## config.mk

```make
export PLATFORM = sky130hd
export DESIGN_NAME = hnlc_ctrl
export DESIGN_NICKNAME = d
export VERILOG_FILES = /design/src/hnlc_pkg.sv /design/src/hnlc_ctrl.sv
export SDC_FILE = /design/constraint.sdc
export NUM_CORES = 1
export LEC_CHECK = 0
export BUFFER_PORTS_ARGS = -buffer_cell sky130_fd_sc_hd__clkbuf_2
export CAP_MARGIN = 20
export CORE_AREA = 2 2 39 41
export CTS_BUF_LIST = sky130_fd_sc_hd__clkbuf_2
export DETAILED_ROUTE_END_ITERATION = 10
export DIE_AREA = 0 0 41 43
export PLACE_DENSITY = 0.68
export SETUP_SLACK_MARGIN = 0.15
export SLEW_MARGIN = 20
export SYNTH_ARGS = -nofsm -noshare
export SYNTH_HDL_FRONTEND = slang
export SYNTH_SLANG_ARGS = --single-unit
```

## constraint.sdc

```tcl
create_clock -name i_clk -period 1.45 [get_ports i_clk]
set_input_delay 0.145 -clock i_clk [delete_from_list [all_inputs] [get_ports i_clk]]
set_output_delay 0.145 -clock i_clk [all_outputs]
set_load 0.005 [all_outputs]
```

## src/hnlc_pkg.sv

```systemverilog
// Shared constants, item types, controller states and command/status bundles.
package hnlc_pkg;

    // Cache geometry
    localparam int PROGRAM_SLOTS     = 64;
    localparam int NAMES_PER_PROGRAM = 32;

    localparam int SLOT_W     = (PROGRAM_SLOTS > 1) ? $clog2(PROGRAM_SLOTS) : 1;
    localparam int PCNT_W     = $clog2(PROGRAM_SLOTS + 1);
    localparam int IDX_W      = $clog2(NAMES_PER_PROGRAM + 1);
    localparam int KEY_DEPTH  = PROGRAM_SLOTS * NAMES_PER_PROGRAM;
    localparam int KEY_AW     = (KEY_DEPTH > 1) ? $clog2(KEY_DEPTH) : 1;
    localparam int SLOT_OUT_W = 6;

    // djb2 hash
    localparam logic [31:0] HASH_START = 32'd5381;
    localparam int          HASH_SHIFT = 5;

    // Item function codes
    localparam logic FN_CHAR = 1'b0;
    localparam logic FN_FILL = 1'b1;

    // Result status codes
    typedef enum logic [2:0] {
        ST_HIT       = 3'd0,
        ST_MISS      = 3'd1,
        ST_UNCACHED  = 3'd2,
        ST_FILL_OK   = 3'd3,
        ST_FILL_NONE = 3'd4
    } t_status;

    typedef struct packed {
        logic               func;
        logic [31:0]        program_id;
        logic [7:0]         name_char;
        logic               last_char;
        logic signed [31:0] fill_location;
    } t_in_item;

    typedef struct packed {
        logic [2:0]            status;
        logic signed [31:0]    location;
        logic [31:0]           hash_key;
        logic [SLOT_OUT_W-1:0] program_slot;
    } t_out_item;

    // One key list entry
    typedef struct packed {
        logic [31:0]        key;
        logic signed [31:0] loc;
    } t_entry;

    typedef enum logic [2:0] {
        S_IDLE,
        S_SRCH_RD,
        S_SRCH_CMP,
        S_CNT_RD,
        S_CNT_LD,
        S_KEY_RD,
        S_KEY_CMP,
        S_OUT
    } t_state;

    // Controller to datapath
    typedef struct packed {
        logic char_acc;
        logic fill_acc;
        logic id_rd;
        logic id_next;
        logic id_hit;
        logic id_alloc;
        logic uncached;
        logic cnt_rd;
        logic cnt_ld;
        logic key_rd;
        logic key_next;
        logic key_hit;
        logic key_miss;
        logic out_load;
    } t_cmd;

    // Datapath to controller
    typedef struct packed {
        logic last_hit;
        logic id_end;
        logic tbl_full;
        logic id_match;
        logic key_end;
        logic key_match;
        logic out_free;
    } t_stat;

endpackage

```

## src/hnlc_ctrl.sv

```systemverilog
// Lookup controller: sequences hashing, slot search, key scan and result hand-off.
module hnlc_ctrl (
    input  logic             i_clk,
    input  logic             i_rst_n,
    input  logic             i_in_valid,
    input  logic             i_func,
    input  logic             i_last,
    input  hnlc_pkg::t_stat  i_stat,
    output hnlc_pkg::t_cmd   o_cmd,
    output logic             o_in_stall,
    output hnlc_pkg::t_state o_state
);
    import hnlc_pkg::*;

    t_state r_state, n_state;
    t_cmd   w_cmd;

    // State register
    always_ff @(posedge i_clk) begin
        if (!i_rst_n) begin
            r_state <= S_IDLE;
        end else begin
            r_state <= n_state;
        end
    end

    // Next state and commands
    always_comb begin
        n_state = r_state;
        w_cmd   = '0;
        case (r_state)
            S_IDLE: begin
                if (i_in_valid) begin
                    if (i_func == FN_FILL) begin
                        w_cmd.fill_acc = 1'b1;
                        n_state        = S_OUT;
                    end else begin
                        w_cmd.char_acc = 1'b1;
                        if (i_last) begin
                            n_state = i_stat.last_hit ? S_CNT_RD : S_SRCH_RD;
                        end
                    end
                end
            end
            S_SRCH_RD: begin
                if (i_stat.id_end) begin
                    if (i_stat.tbl_full) begin
                        w_cmd.uncached = 1'b1;
                        n_state        = S_OUT;
                    end else begin
                        w_cmd.id_alloc = 1'b1;
                        n_state        = S_CNT_RD;
                    end
                end else begin
                    w_cmd.id_rd = 1'b1;
                    n_state     = S_SRCH_CMP;
                end
            end
            S_SRCH_CMP: begin
                if (i_stat.id_match) begin
                    w_cmd.id_hit = 1'b1;
                    n_state      = S_CNT_RD;
                end else begin
                    w_cmd.id_next = 1'b1;
                    n_state       = S_SRCH_RD;
                end
            end
            S_CNT_RD: begin
                w_cmd.cnt_rd = 1'b1;
                n_state      = S_CNT_LD;
            end
            S_CNT_LD: begin
                w_cmd.cnt_ld = 1'b1;
                n_state      = S_KEY_RD;
            end
            S_KEY_RD: begin
                if (i_stat.key_end) begin
                    w_cmd.key_miss = 1'b1;
                    n_state        = S_OUT;
                end else begin
                    w_cmd.key_rd = 1'b1;
                    n_state      = S_KEY_CMP;
                end
            end
            S_KEY_CMP: begin
                if (i_stat.key_match) begin
                    w_cmd.key_hit = 1'b1;
                    n_state       = S_OUT;
                end else begin
                    w_cmd.key_next = 1'b1;
                    n_state        = S_KEY_RD;
                end
            end
            S_OUT: begin
                if (i_stat.out_free) begin
                    w_cmd.out_load = 1'b1;
                    n_state        = S_IDLE;
                end
            end
            default: begin
                n_state = S_IDLE;
            end
        endcase
    end

    assign o_cmd      = w_cmd;
    assign o_in_stall = (r_state != S_IDLE);
    assign o_state    = r_state;

endmodule

```

==> impl_metrics.yaml, run 1 <==
placement:
  place_hpwl_um: 696
  place.gp.congestion: 0.681
  port_buffers: 29
  dpl_worst_slack_ps: 152
  dpl_cell_area_um2: 494
power_and_ir_drop:
  p_int_mw: 0.571
  irDropWorstVdd_uv: 548
  swShare_pct: 41.6
  power.leakage_nw: 0.355
  pwr-share-seq_pct: 21.7
  p_switching_mw: 0.407
  power_frac_comb_pct: 65.7
  power_density_nw_per_um2: 1500
  power.share.clock_pct: 12.7
cts:
  cts-root-buf: "clkbuf_2"
  cts_tree: "built"
  hold_buffers: 0
  clkLatencyLatePin_ps: 210
  cts.sinks: 3
  clk_pin_slew_ps: 50
  cts_made_buffers: 3
  cts_max_level: 1
  cts_buffer_depth: 2
critical_path:
  cp_max_fo: 6
  rrSetupSlack_ps: 260
  path_buf_inv: 1
  cp_top_family: "simple AND/OR/NAND/NOR gates"
  reg2reg_depth: 6
  cpMaxStageDelayCell: "dfxtp_4"
  cpPeakStageDelay_ps: 390
  rr_endpoint: "o_state[2]"
  cp.required_ps: 1310
  worst_setup_path_start_kind: "register"
  r2r_start: "o_state[2]"
  end_kind: "output pin"
  path_class: "reg2out"
  critical_path_arrival_ps: 1170
  path_cells: "or3b_4 -> nor2_1 -> buf_2"
global_route:
  grt-ovfl-total: 0
  grtUsageTotal_pct: 14.8
  antenna_found_initial: 0
  grt_max_degree: 10
  grt_pass1_vias: 436
  grt_first_pass_wirelength_um: 1780
synth:
  synthCells: 48
  synth-edff-count: 0
  synth_xor_area_share_pct: 0
  synth_top_family_by_area: "simple AND/OR/NAND/NOR gates"
  synth_compound_area_share_pct: 14.9
  yosysWarnings: 0
  synthArstFlopShare_pct: 0
  synth_area_leader_cell: "dfxtp_1"
  synth.distinct_cells: 30
  syn_area_um2: 345
  synth_fp_nets: 60
  ys.flop_type: "dfxtp_1"
  synth_simple_gate_area_share_pct: 57.2
  synth-seq-area-share_pct: 17.4
  synth_mux_area_share_pct: 0
  syn_avg_cell_area_um2: 7.19
  ys_seq_elements: 3
  synthTopCellsByArea: "dfxtp_1, nor2b_1, nor2_1"
  synthAdderAreaFrac_pct: 0
  synth_top_area_share_pct: 17.4
die:
  start_util_pct: 25.0
  ios: 30
  die_w_um: 41
  rows: 14
  die-area_um2: 1760
  coreArea_um2: 1380
  die_y_um: 43
min_path:
  hold_depth: 3
  hold-path-endpoint: "o_state[1]"
  min_from: "i_rst_n"
  min_path_type: "in2reg"
routing:
  route.detailed.drc: 0
  drtIter0Drc: 6
  ant_nets: 0
  dr_wl_met3_um: 82
  top_layer: "met4"
  via_per_inst: 4.59
  wl_met1_um: 469
  dr.pass1.iters: 3
  drt_wl_total_um: 1110
  wire_per_inst_um: 10.7
  num_vias: 477
  met2_length_um: 551
cells_and_area:
  final_common_cell: "clkbuf_2"
  layout_common_cells: "clkbuf_2, nor2_1, buf_4"
  layout-drive-gt1-share_pct: 67.0
  fin_area_um2: 653
  largest_reg_flops: 3
  final_nets: 101
  areaGrowthSynthToFinish_pct: 89.1
  antennaDiodeCount: 0
timing:
  finalCriticalPeriod_ps: 1320
  fin_worst_skew_ps: 0.323
  fmax_ghz: 0.759
  relSlewSlack_pct: 84.0
  tightestPinTransition_ps: 237
  finalSetupViolCount: 0
  hold_viol_final: 0
  fin_ws_ps: 133
  finalCritPeriodShare_pct: 90.8
  slew_viol_final: 0
  grt_setup_unrepaired: "true"
  fin_setup_tns_ps: 0
run_status:
  status: "finished, final reports clean"
run:
  cap_violations: 0
==> synth_stat cells (all sizes together), types with 2 or more instances <==
| cell type | number |
|---|---|
| nor2b | 4 |
| a21oi | 2 |
| o21ai | 3 |
| nor2 | 6 |
| dfxtp | 3 |
| nand2 | 5 |
| nor3b | 3 |
| buf | 3 |
| inv | 2 |
| nor3 | 3 |
==> power by group through the flow <==
stage	sequential (mW)	clock [mW]	combinational, mW
after floorplan	0.165	0	0.305
after global placement	0.210	0	0.378
after detailed placement	0.214	0	0.382
after CTS	0.204	0.123	0.566
after global routing	0.220	0.141	0.711
final	0.212	0.124	0.642
==> repair_timing <==
action / in CTS / in global routing
resized for setup: 12 / 14
endpoints found under the setup margin: 15 / 12
buffers inserted: 8 / 1
pin swaps: 1 / 4
endpoints found under the hold margin: 0 / 0
==> per-stage QoR <==
step	std cells	utilization [%]	power [mW]	hold slack, ps
floorplan	48	-	0.470	292
global placement	91	35.7	0.588	409
detailed placement	91	35.7	0.596	412
CTS	103	43.9	0.893	178
global route	104	47.2	1.07	188
finish	104	47.2	0.978	188
==> logic make-up (layout without fill, tap and decap cells) <==
kind of cell,after synthesis,in the layout
AND/OR/NAND/NOR,31,31
AO/OA/AOI/OAI,8,8
buffers and inverters,6,46
flip-flops,3,3
==> worst max-delay path by stage <==
stage          startpoint  cells past startpoint          to
5_1_grt        o_state[0]                      3   o_cmd[11]
3_3_place_gp   o_state[2]                      4  o_state[0]
4_1_cts        o_state[2]                      4    o_cmd[1]
6_report       o_state[0]                      3   o_cmd[11]
3_5_place_dp   o_state[2]                      4  o_state[1]
2_1_floorplan  o_state[1]                      2   o_cmd[10]
==> layout make-up <==
| cell class | instances | area, µm² |
|---|---|---|
| Fill cell | 147 | 731 |
| Multi-Input combinational cell | 39 | 294 |
| Timing Repair Buffer | 39 | 235 |
| Sequential cell | 3 | 71.3 |
| Clock buffer | 4 | 20.0 |
| Tap cell | 16 | 20.0 |
| Inverter | 3 | 12.5 |
==> layer usage <==
metal	GRT usage [%]	up-vias
met3	3.14	2
met4	6.00	0
li1	-	251
met2	24.1	19
met5	0	-
met1	17.9	205
==> worst min-delay path, delay by kind of cell <==
kind / cells / cell delay [ps]
buffers and inverters: 1 / 90
AND/OR/NAND/NOR: 1 / 40
AO/OA/AOI/OAI: 1 / 90
Power figures use the tool's default switching activity.
==> inputs of run 2 (changes only) <==
--- a/config.mk
+++ b/config.mk
@@ -7,10 +7,10 @@
 export LEC_CHECK = 0
 export BUFFER_PORTS_ARGS = -buffer_cell sky130_fd_sc_hd__clkbuf_2
 export CAP_MARGIN = 20
-export CORE_AREA = 2 2 39 41
+export CORE_AREA = 10 10 47 49
 export CTS_BUF_LIST = sky130_fd_sc_hd__clkbuf_2
 export DETAILED_ROUTE_END_ITERATION = 10
-export DIE_AREA = 0 0 41 43
+export DIE_AREA = 0 0 57 59
 export PLACE_DENSITY = 0.68
 export SETUP_SLACK_MARGIN = 0.15
 export SLEW_MARGIN = 20
==> run 2 against run 1 <==
  * Combinational power is 11% lower
  * Clock-buffer cell count stayed put
  * Register-to-register slack better by 40 ps
  * Critical endpoint unchanged
  * Clock skew is 2.0 ps higher
==> impl_metrics.yaml, run 2 (synthesized netlist as in run 1, its figures left out) <==
timing:
  grt_setup_unrepaired: "true"
  slew_viol_final: 0
  fin_worst_skew_ps: 2.28
  tightestPinTransition_ps: 222
  finalCritPeriodShare_pct: 91.6
  finalCriticalPeriod_ps: 1330
  finalSetupViolCount: 0
  fin_setup_tns_ps: 0
  fin_hold_ws_ps: 169
  relSlewSlack_pct: 85.0
  fmax_ghz: 0.753
  hold_viol_final: 0
cts:
  clk_pin_slew_ps: 50
  cts.sinks: 3
  cts_tree: "built"
  cts_made_buffers: 3
  cts-root-buf: "clkbuf_2"
  cts_max_level: 1
  hold_buffers: 0
  clkLatencyLatePin_ps: 220
  cts_buffer_depth: 2
cells_and_area:
  final_common_cell: "clkbuf_2"
  layout_common_cells: "clkbuf_2, buf_4, nor2_1, buf_2, nand2_1"
  multiInputGateArea_um2: 274
  fin_util_pct: 44.6
  layout-drive-gt1-share_pct: 63.6
  fillers: 159
  fin_area_um2: 626
  seq_area_um2: 71.3
  antennaDiodeCount: 0
  areaGrowthSynthToFinish_pct: 81.2
  largest_reg_flops: 3
  final_nets: 101
critical_path:
  cp.required_ps: 1310
  reg2reg_depth: 5
  rrSetupSlack_ps: 300
  cp_max_fo: 8
  critical_path_arrival_ps: 1180
  worst_setup_path_start_kind: "register"
  rr_endpoint: "o_state[2]"
  end_kind: "output pin"
  path_class: "reg2out"
  r2r_start: "o_state[1]"
die:
  die_y_um: 59
  rows: 14
  die_w_um: 57
  die-area_um2: 3360
  ios: 30
  start_util_pct: 24.6
  coreArea_um2: 1400
power_and_ir_drop:
  p_int_mw: 0.522
  power.leakage_nw: 0.339
  power_frac_comb_pct: 63.2
  swShare_pct: 42.3
  power.share.clock_pct: 13.8
  p_total_mw: 0.905
  irDropWorstVdd_uv: 700
  p_switching_mw: 0.383
  pwr-share-seq_pct: 23.0
  power_density_nw_per_um2: 1450
run:
  cap_violations: 0
min_path:
  min_from: "i_rst_n"
  hold_depth: 3
  min_path_type: "in2reg"
  hold-path-endpoint: "o_state[1]"
routing:
  dr.pass1.iters: 4
  ant_nets: 0
  wire_per_inst_um: 12.5
  via_per_inst: 4.68
  drtIter0Drc: 5
  route.detailed.drc: 0
  drt_wl_total_um: 1300
  num_vias: 487
placement:
  place_hpwl_um: 935
  port_buffers: 29
  dpl_cell_area_um2: 487
  place.gp.congestion: 0.714
global_route:
  grt-ovfl-total: 0
  grt_pass1_vias: 506
  grt_max_degree: 10
  grtUsageTotal_pct: 8.18
  antenna_found_initial: 0
  grt_first_pass_wirelength_um: 2170
run_status:
  status: "finished, final reports clean"
[run 2: worst max-delay path by stage]
stage | slack, ps | cells past startpoint | from | endpoint
after floorplan | 380 | 2 | o_state[1] | o_cmd[10]
after global placement | 160 | 3 | o_state[0] | o_cmd[11]
final | 120 | 3 | o_state[1] | o_cmd[11]
after detailed placement | 90 | 2 | o_state[1] | o_cmd[10]
after CTS | 110 | 3 | o_state[1] | o_cmd[11]
after global routing | 50 | 4 | o_state[2] | o_cmd[3]
[run 2: repair_timing]
item	4_1_cts	5_1_grt
gates resized for setup	7	16
endpoints found under the setup margin	15	13
pin swaps	1	9
hold endpoints to repair	0	0
buffers inserted	6	4
[run 2: layout make-up]
cell class | instances | share of cell area [%]
multi-input cells | 39 | 43.8
repair buffers | 39 | 36.4
flip-flops and latches | 3 | 11.4
clock buffers | 4 | 3.20
well taps | 16 | 3.20
inverters | 3 | 2.00
[run 2: routing by layer]
metal  up-vias  GRT usage (%)  wire length [µm]
met1       213           7.28               526
met4         0           5.03                 7
met2        19           13.3               651
met3         3           5.79               115
li1        252              -                 -
met5         -              0                 0
[run 2: power by group through the flow]
stage | Combinational [mW] | Clock (mW) | Sequential [mW]
6_report | 0.572 | 0.125 | 0.208
5_1_grt | 0.646 | 0.141 | 0.220
4_1_cts | 0.502 | 0.129 | 0.200
3_5_place_dp | 0.364 | 0 | 0.231
3_3_place_gp | 0.362 | 0 | 0.223
2_1_floorplan | 0.305 | 0 | 0.165
[run 2: worst max-delay path: stages (launching register included)]
cell and delay (ps):
dfxtp_4 370, or3b_4 400, nor2_1 80, buf_2 120
[run 2: stage by stage]
step,std cells,worst slack (ps)
after detailed placement,90,93.0
after global routing,104,49.9
final,104,122
after CTS,100,107
after global placement,90,163
after floorplan,48,381
